<file path="config.mk">
export PLATFORM = sky130hd
export DESIGN_NAME = lcs_entropy
export DESIGN_NICKNAME = d
export VERILOG_FILES = /design/src/rtl/lcs_pkg.sv /design/src/rtl/lcs_entropy.sv
export SDC_FILE = /design/constraint.sdc
export NUM_CORES = 2
export LEC_CHECK = 0
export CAP_MARGIN = 5
export CELL_PAD_IN_SITES_DETAIL_PLACEMENT = 1
export CELL_PAD_IN_SITES_GLOBAL_PLACEMENT = 1
export CORE_MARGIN = 2
export CORE_UTILIZATION = 40
export CTS_BUF_LIST = sky130_fd_sc_hd__clkbuf_8 sky130_fd_sc_hd__clkbuf_16
export DETAILED_ROUTE_END_ITERATION = 8
export DONT_BUFFER_PORTS = 1
export GPL_TIMING_DRIVEN = 0
export PLACE_DENSITY = 0.7
export SYNTH_ARGS = -nofsm -noshare
export SYNTH_HDL_FRONTEND = slang
export SYNTH_SLANG_ARGS = --single-unit
</file>
<file path="constraint.sdc">
create_clock -name clk_i -period 8.86 [get_ports clk_i]
set_input_delay 1.772 -clock clk_i [delete_from_list [all_inputs] [get_ports clk_i]]
set_output_delay 1.772 -clock clk_i [all_outputs]
set_load 0.01 [all_outputs]
</file>
<file path="src/rtl/lcs_pkg.sv">
`timescale 1ns / 1ps
// ----------------------------------------------------------------------------
// lcs_pkg
// Shared types, constants and the sigmoid table of the linear classifier core.
// ----------------------------------------------------------------------------
package lcs_pkg;

  localparam int MaxFeatures = 1024;
  localparam int FeatAw      = $clog2(MaxFeatures);
  localparam int SigDepth    = 1024;
  localparam int SigAw       = $clog2(SigDepth);

  typedef enum logic {
    ActLoad  = 1'b0,
    ActScore = 1'b1
  } action_e;

  typedef enum logic {
    CfgBias     = 1'b0,
    CfgInvScale = 1'b1
  } cfg_idx_e;

  typedef struct packed {
    logic               action;
    logic [9:0]         index;
    logic signed [31:0] weight;
    logic [15:0]        mean;
    logic [15:0]        beta;
    logic               beta_missing;
    logic               last;
  } in_item_t;

  typedef struct packed {
    logic        label;
    logic [15:0] probability;
    logic [15:0] confidence;
  } out_item_t;

  typedef enum logic [3:0] {
    CoreIdle,
    CoreMul,
    CoreAcc,
    CoreMag,
    CoreHi,
    CoreLo,
    CoreLogit,
    CoreIndex,
    CoreTable,
    CoreProb,
    CoreEnt,
    CoreOut
  } core_state_e;

  typedef enum logic [2:0] {
    EntIdle,
    EntNorm,
    EntSquare,
    EntTerm,
    EntDone
  } ent_state_e;

  typedef struct packed {
    logic        start;
    logic [15:0] prob;
  } ent_req_t;

  typedef struct packed {
    logic        done;
    logic [15:0] conf;
  } ent_rsp_t;

  typedef logic [16:0] sig_tab_t [SigDepth];

  // unsigned 64-bit quotient by shift and subtract (table build only)
  function automatic logic [63:0] udiv64(logic [63:0] num, logic [63:0] den);
    logic [63:0] quo;
    logic [64:0] rem;
    quo = '0;
    rem = '0;
    for (int b = 63; b >= 0; b--) begin
      rem = {rem[63:0], num[b]};
      if (rem >= {1'b0, den}) begin
        rem    = rem - {1'b0, den};
        quo[b] = 1'b1;
      end
    end
    return quo;
  endfunction

  // 1 / (1 + e^-x) at bin midpoints, Q0.16 (top entry may reach 65536)
  function automatic sig_tab_t build_sig_table();
    sig_tab_t    tab;
    logic [63:0] y, pos, neg, term, half, full, e, s;
    y    = 64'd1 << (35 - SigAw);
    pos  = 64'd1 << 32;
    neg  = 64'd0;
    term = 64'd1 << 32;
    for (int k = 1; k <= 12; k++) begin
      term = udiv64((term * y) >> 32, 64'(k));
      if (k[0]) neg = neg + term;
      else pos = pos + term;
    end
    half = pos - neg;
    full = (half * half + (64'd1 << 31)) >> 32;
    e    = half;
    for (int i = 0; i < SigDepth; i++) begin
      s      = (64'd1 << 32) + e;
      tab[i] = 17'(udiv64((64'd1 << 48) + (s >> 1), s));
      e      = (e * full + (64'd1 << 31)) >> 32;
    end
    return tab;
  endfunction

  localparam sig_tab_t SigTable = build_sig_table();

endpackage

</file>
<file path="src/rtl/lcs_entropy.sv">
`timescale 1ns / 1ps
// ----------------------------------------------------------------------------
// lcs_entropy
// Binary-entropy confidence of a Q0.16 probability, one log2 squaring a cycle.
// ----------------------------------------------------------------------------
module lcs_entropy (
  input  logic              clk_i,
  input  logic              rst_ni,
  input  lcs_pkg::ent_req_t req_i,
  output lcs_pkg::ent_rsp_t rsp_o
);

  lcs_pkg::ent_state_e state_q, state_d;
  logic [3:0]  cnt_q;
  logic [16:0] v_q, q_q;
  logic        pass_q;
  logic [4:0]  k_q;
  logic [31:0] m_q;
  logic [15:0] frac_q;
  logic [39:0] h_q;

  logic [4:0]  k_c;
  logic [46:0] norm_c;
  logic [63:0] sq_c;
  logic [31:0] mn_c;
  logic [20:0] diff_c;
  logic [37:0] term_c;
  logic [39:0] hr_c;
  logic [23:0] h16_c;
  logic [16:0] conf_c;

  always_comb begin
    k_c = '0;
    for (int i = 0; i < 17; i++) begin
      if (v_q[i]) k_c = 5'(i);
    end
  end

  assign norm_c = {30'd0, v_q} << (5'd30 - k_c);
  assign sq_c   = 64'(m_q) * 64'(m_q);
  assign mn_c   = sq_c[61:30];
  assign diff_c = 21'(1 << 20) - {k_q, frac_q};
  assign term_c = 38'(v_q) * 38'(diff_c);
  assign hr_c   = h_q + 40'd32768;
  assign h16_c  = hr_c[39:16];

  always_comb begin
    if (h16_c >= 24'd65536) conf_c = '0;
    else conf_c = 17'd65536 - h16_c[16:0];
  end

  // next state
  always_comb begin
    state_d = state_q;
    case (state_q)
      lcs_pkg::EntIdle:   if (req_i.start) state_d = lcs_pkg::EntNorm;
      lcs_pkg::EntNorm: begin
        if (v_q != '0) state_d = lcs_pkg::EntSquare;
        else if (pass_q) state_d = lcs_pkg::EntDone;
      end
      lcs_pkg::EntSquare: if (cnt_q == 4'd15) state_d = lcs_pkg::EntTerm;
      lcs_pkg::EntTerm:   state_d = pass_q ? lcs_pkg::EntDone : lcs_pkg::EntNorm;
      lcs_pkg::EntDone:   state_d = lcs_pkg::EntIdle;
      default:            state_d = lcs_pkg::EntIdle;
    endcase
  end

  // outputs
  always_comb begin
    rsp_o.done = (state_q == lcs_pkg::EntDone);
    rsp_o.conf = conf_c[16] ? 16'hFFFF : conf_c[15:0];
  end

  always_ff @(posedge clk_i or negedge rst_ni) begin
    if (!rst_ni) begin
      state_q <= lcs_pkg::EntIdle;
      cnt_q   <= '0;
    end else begin
      state_q <= state_d;
      if (state_q == lcs_pkg::EntSquare) cnt_q <= cnt_q + 4'd1;
      else cnt_q <= '0;
    end
  end

  always_ff @(posedge clk_i) begin
    case (state_q)
      lcs_pkg::EntIdle: begin
        v_q    <= {1'b0, req_i.prob};
        q_q    <= 17'd65536 - {1'b0, req_i.prob};
        pass_q <= 1'b0;
        h_q    <= '0;
      end
      lcs_pkg::EntNorm: begin
        k_q    <= k_c;
        m_q    <= norm_c[31:0];
        frac_q <= '0;
        if (v_q == '0) begin
          v_q    <= q_q;
          pass_q <= 1'b1;
        end
      end
      lcs_pkg::EntSquare: begin
        m_q    <= mn_c[31] ? {1'b0, mn_c[31:1]} : mn_c;
        frac_q <= {frac_q[14:0], mn_c[31]};
      end
      lcs_pkg::EntTerm: begin
        h_q    <= h_q + 40'(term_c);
        v_q    <= q_q;
        pass_q <= 1'b1;
      end
      default: ;
    endcase
  end

endmodule

</file>
* After elaboration in Yosys (flattened, before gate mapping)
Cells that the tools add are included.
** Operators by class
- Shift-type cells :: 1
- Multipliers :: 2
- Add/sub/neg operators :: 7
- Muxes and demuxes :: 33
- Reduce and logical (&&, ||, !) cells :: 8
- $lt $le $gt $ge :: 1
- Equality and inequality tests :: 9
** Operators by type and width (number)
- case mux 40 bit (2 select lines) :: 1
- two-way mux 5 bit :: 14
- case mux 32 bit (2 select lines) :: 1
- multiplier 32 x 32 -> 62 bit :: 1
- case mux 17 bit (3 select lines) :: 1
- adder 40 x 16 -> 40 bit (second input constant) :: 1
- adder 40 x 38 -> 40 bit :: 1
- multiplier 17 x 21 -> 38 bit :: 1
- two-way mux 17 bit :: 2
- case mux 16 bit (2 select lines) :: 1
- << shifter 17 x 5 -> 32 bit :: 1
- two-way mux 31 bit :: 1
- greater-or-equal comparator 24 x 17 -> 1 bit (second input constant) :: 1
- subtractor 21 bit (first input constant) :: 1
- logical NOT 17 bit :: 1
- nonzero test 17 bit :: 1
- subtractor 17 x 16 -> 17 bit (first input constant) :: 1
- subtractor 17 bit (first input constant) :: 1
- two-way mux 16 bit :: 1
- two-way mux 3 bit :: 5
- case mux 3 bit (4 select lines) :: 1
- == test 3 x 2 -> 1 bit (second input constant) :: 2
- != test 2 bit (second input constant) :: 3
- subtractor 5 bit (first input constant) :: 1
- 14 further kinds :: 16
** Word-level totals
- Output and inout bits :: 17
- Bits of input ports :: 19
- Register bits :: 135
- Logic and storage cells :: 70

* Longest topological paths before layout
- Word-level depth :: 19
- Mapped depth :: 32
- Gate-level depth less buffers :: 31

* Least setup slack after synthesis
OpenSTA, ideal clock, no wires.
- Path kind :: flip-flop to flip-flop
- Start point :: reg frac_q[2]
- End point :: reg h_q[39], data pin
- Data required time :: 8713 ps
- Clock period less this slack :: 7968 ps
- Setup slack :: 892 ps
- Arrival :: 7821 ps
- Path buffers :: 1
- Library setup time :: 147 ps
- Cell stages (with the launch flop) :: 31
- Path through :: edfxtp_1 or3_1 or3_1 nor2_1 nand2_1 nor2_1 nand2_1 xor2_1 clkbuf_1 nand2_1 fa_1 inv_1 fa_1 inv_1 fa_1 fa_1 fa_1 inv_1 fa_1 ha_1 a21o_1 a21o_1 a21o_1 a21o_1 or3_1 a31oi_1 nor4_1 o211ai_1 a21oi_1 or3_1 a21oi_1
** Between the ends
- Word-level cells in the longest chain between the ends :: 4
** Ends and longest elaborated chain
- start, declared :: RTL line lcs_entropy.sv:19 : logic [15:0] frac_q;
- start signal, assigned :: RTL line lcs_entropy.sv:104 : frac_q <= {frac_q[14:0], mn_c[31]};
- subtractor 21 bit :: RTL line lcs_entropy.sv:42 : assign diff_c = 21'(1 << 20) - {k_q, frac_q};
- multiplier 17 x 21 -> 38 bit :: RTL line lcs_entropy.sv:43 : assign term_c = 38'(v_q) * 38'(diff_c);
- adder 40 x 38 -> 40 bit :: RTL line lcs_entropy.sv:107 : h_q <= h_q + 40'(term_c);
- case mux 40 bit (2 select lines) :: RTL line lcs_entropy.sv:86 : case (state_q)
- end signal, assigned :: RTL line lcs_entropy.sv:107
- end, declared :: RTL line lcs_entropy.sv:20 : logic [39:0] h_q;
No other way between the ends.
A chain may end at the register's enable or synchronous reset.

* Worst setup path in the final report
- Start point :: reg m_q[9]
- End point :: reg m_q[6], data pin
** Between the ends
- Word-level cells in the longest chain between the ends :: 3
** Ends and longest elaborated chain
- start, declared :: RTL line lcs_entropy.sv:18 : logic [31:0] m_q;
- start signal, assigned :: RTL line lcs_entropy.sv:95 : m_q <= norm_c[31:0];
- start signal, assigned :: RTL line lcs_entropy.sv:103 : m_q <= mn_c[31] ? {1'b0, mn_c[31:1]} : mn_c;
- multiplier 32 x 32 -> 62 bit :: RTL line lcs_entropy.sv:40 : assign sq_c = 64'(m_q) * 64'(m_q);
- two-way mux 31 bit :: RTL line lcs_entropy.sv:103
- case mux 32 bit (2 select lines) :: RTL line lcs_entropy.sv:86
No other way between the ends.

==> impl.org <==
** Cells and area
- Of the cells placed in the final design, the portion with a size suffix greater than 1 is slightly below 7%.
- Across the whole layout, storage elements account for about 4000 sq um.
- Filler-free cell count of the finished design :: between 7k and 8k
- Summing all multi-input logic gate instances after layout gives about 39000 sq um.
- Filler Cells Inserted :: roughly 14k
- From synthesis to final layout, the design area changed by 9.24%.
- Net count reported at finish :: about 6.9k

** Job
- Across the run, the number of max-cap violations was 0.

** Global routing
- The first global-routing pass estimated ~250 mm of wire.
- In the global route stage, overall resource usage came out at a little over a quarter.
- Entering global routing, the biggest net connects around 50 pins.
- Number of global-route vias before repair :: roughly 41k
- Global routing finished with a remaining overflow of 0.
- The initial antenna violation count is 10.

** Floorplanning
- I/O pins :: 36
- Number of placement rows :: between 100 and 150
- Die width :: ~350 um
- The die covers between 100000 and 150000 sq um.
- In this run the vertical extent of the chip is 354 um.
- The region available for standard cell placement spans 122000 sq um.
- Starting Density :: around 40%

** Synth
- Distinct cell type count of the synthesized netlist :: 83
- Ys async rst share :: 5.19%
- Number of register bits inferred by synthesis :: 135
- For this run, the number of Yosys warnings is 0.
- Area share of the largest cell type after synthesis :: between 40% and 50%
- Per-instance average area after synthesis :: 9.30 sq um
- Area of the mapped netlist :: about 49000 sq um
- The biggest area contributor in the post-synthesis netlist is fa_1.
- Synthesis produced a netlist whose cell count is roughly 5.3k.
- Portion of the post-synthesis area used by sequential elements :: under 10%
- Top cells by area in the synthesized netlist :: fa_1 46%, inv_1 11%, ha_1 10%
- The synthesized design contains 128 enable-type register cells.
- When the netlist entered floorplanning its net count stood at ~7k.
- The most used flip-flop cell after synthesis is edfxtp_1.

** Hold path
- The min-delay analysis places its worst path in the category flop to flop.

** Route
- After detailed routing, the total wire length is 165 mm.
- The first routing iteration left around 2.2k violations.
- For this run, the detailed router's first-pass iteration total came to 5.
- Routed WL per cell :: about 24 um
- Routed via count divided by cell count :: 5.23
- Once detail routing completed, the nets flagged for antenna violations numbered 0.
- In the detailed route, the total length drawn on met2 is 77.2 mm.
- After detailed routing, the number of remaining DRC violations is 0.
- Length of routed wiring on met1 :: about 70 mm
- Top routing layer in use :: met5
- The final route contains 36.6k vias.
- Wire segments on met3 add up to around 12 mm in the final route.

** Clock network
- Number of sinks driven by the clock tree :: between 100 and 150
- The longest clock path from root to sink contains 2 buffers.
- TritonCTS built the clock tree.
- Clock latency on the worst-skew pair, taken at its later pin, is 0.47 ns.
- The tree is rooted in a clkbuf_16.
- For this design, the CTS-stage hold fixing added 0 buffers.
- Counting the buffers created by CTS gives 17.
- In this run the number of H-tree levels came out at 4.
- After clock tree synthesis, the clock-pin slew on the worst setup and hold paths is about 0.07 ns.

** Timing
- Setup repair after global routing could not meet its margin everywhere.
- The final hold violation count is 0.
- Subtracting the final worst setup slack from the clock period gives between 8 and 9 ns.
- For this run, the top clock speed supported by timing is roughly 110 MHz.
- The count of final max-slew check failures came to 0.
- Setup violations remaining at the end of the flow were counted as 0.
- In the finished design, the share of the clock period the worst path needs comes to a little over nine tenths.
- Layout Skew :: 0.0162 ns
- For the pin with the worst max-slew slack, the measured transition is 1.22 ns.
- Summed over all failing endpoints, the final setup total negative slack is 0 ns.
- Max-slew headroom at the worst pin :: approximately a fifth

** Setup path
- Critical path launch point type :: flop
- Cell family contributing the most delay on the critical path :: adder cells
- The most numerous cell type found on the critical path is fa_1.
- STA classifies the critical path endpoint as a flop.
- Counting both buffers and inverters, the worst setup path holds a total of 6.
- FF-to-FF setup slack :: 0.12 ns
- Data on the critical path is required at its endpoint by slightly above 9 ns.
- Crit Path Max Fanout :: 10
- Data arrival time at the worst-slack endpoint :: between 8 and 9 ns
- In this design, the stage delay of the slowest critical-path cell is roughly 0.59 ns.
- The worst setup path is of the flop to flop kind.
- Library cell contributing the largest single delay on the critical path :: fa_1

** Place
- Cell count after placement :: 6892
- # port buffers :: 0
- Final weighted congestion in routability-driven placement :: between 0.9 and 1
- Post-DP HPWL :: between 100 and 150 mm

** Run status
- The flow ran to the end, and the final reports show no timing, DRC or antenna violations.
[final timing paths]
path,startpoint,end,depth (start not counted)
worst min register to register,v_q[16]$_SDFFCE_PP0P_,k_q[4]$_DFFE_PN_,0
worst max register to register,m_q[9]$_DFFE_PP_,m_q[6]$_DFFE_PP_,27
max in group asynchronous,rst_ni,state_q[2]$_DFFE_PN0P_,0
worst max-delay path,m_q[9]$_DFFE_PP_,m_q[6]$_DFFE_PP_,27
min in group asynchronous,rst_ni,cnt_q[0]$_DFF_PN0_,0
worst min-delay path,v_q[16]$_SDFFCE_PP0P_,k_q[4]$_DFFE_PN_,0
[area by class of cell]
cell class | count | area share (%)
Clock inverter | 15 | 0.351
Buffer | 201 | 2.42
Multi-Input combinational cell | 3482 | 73.5
Sequential cell | 135 | 7.52
Tap cell | 1625 | 3.80
Inverter | 1434 | 10.1
Timing Repair Buffer | 85 | 1.42
Antenna cell | 11 | 0.0515
Clock buffer | 17 | 0.796
[logic make-up after synthesis]
logic type / Yosys count / synth area share (%)
buf+inv: 1647 / 12.7
fa+ha+maj: 1517 / 55.9
simple gates: 1306 / 12.9
compound gates: 422 / 5.57
xor+xnor: 168 / 3.02
flops: 135 / 8.21
mux: 69 / 1.69
[Yosys cell counts, types with 68 or more instances]
cell type	instances
inv_1	1433
fa_1	1115
nand2_1	574
ha_1	402
and2_1	359
clkbuf_1	190
nor2_1	159
a21oi_1	142
edfxtp_1	128
xnor2_1	99
xor2_1	68
[metrics by stage]
stage	hold WS, ns	util, %	cell area [sq um]	worst slack (ns)
6_report	0.461	44.0	53500	0.123
3_5_place_dp	0.447	42.0	51000	-1.75
4_1_cts	0.463	43.4	52700	0.0335
2_1_floorplan	0.424	-	48900	0.892
3_3_place_gp	0.443	41.9	51000	-1.81
5_1_grt	0.464	44.0	53400	-0.0458
[sequential cells by signal, summed over array words and instances, names as in the netlist]
name     flops
h_q         40
m_q         32
q_q         17
v_q         17
frac_q      16
k_q          5
cnt_q        4
state_q      3
pass_q       1
[placed cells by master (no fill, tap or decap), drive strengths merged, types with 6 or more instances in the layout]
cell type,n
a211oi,7
a21o,48
a21oi,143
a221oi,8
a31o,11
a31oi,26
and2,359
and3,25
buf,139
clkbuf,164
clkinv,6
dfrtp,7
diode,11
edfxtp,128
fa,1115
ha,402
inv,1435
mux2,17
mux2i,43
mux4,9
nand2,574
nand2b,16
nand3,33
nand3b,7
nand4,20
nor2,163
nor2b,16
nor3,42
nor4,12
o211ai,9
o21a,13
o21ai,67
o21bai,19
o22ai,12
o31ai,9
or2,14
or3,8
xnor2,100
xor2,68
[layer usage]
layer / GRT usage (%) / vias to the layer above
met5: 0 / -
met4: 8.43 / 2
met1: 37.2 / 19316
met2: 43.6 / 1189
met3: 4.91 / 249
li1: - / 15855
[timing repair]
| item | in CTS | in global routing |
|---|---|---|
| gates resized for setup | 222 | 150 |
| pin swaps | 9 | 14 |
| setup endpoints to repair | 50 | 43 |
| setup buffers | 49 | 33 |
Power is left out: the tool's default activity adds up to more than one toggle a clock period on the data nets, which glitch-free logic cannot reach.
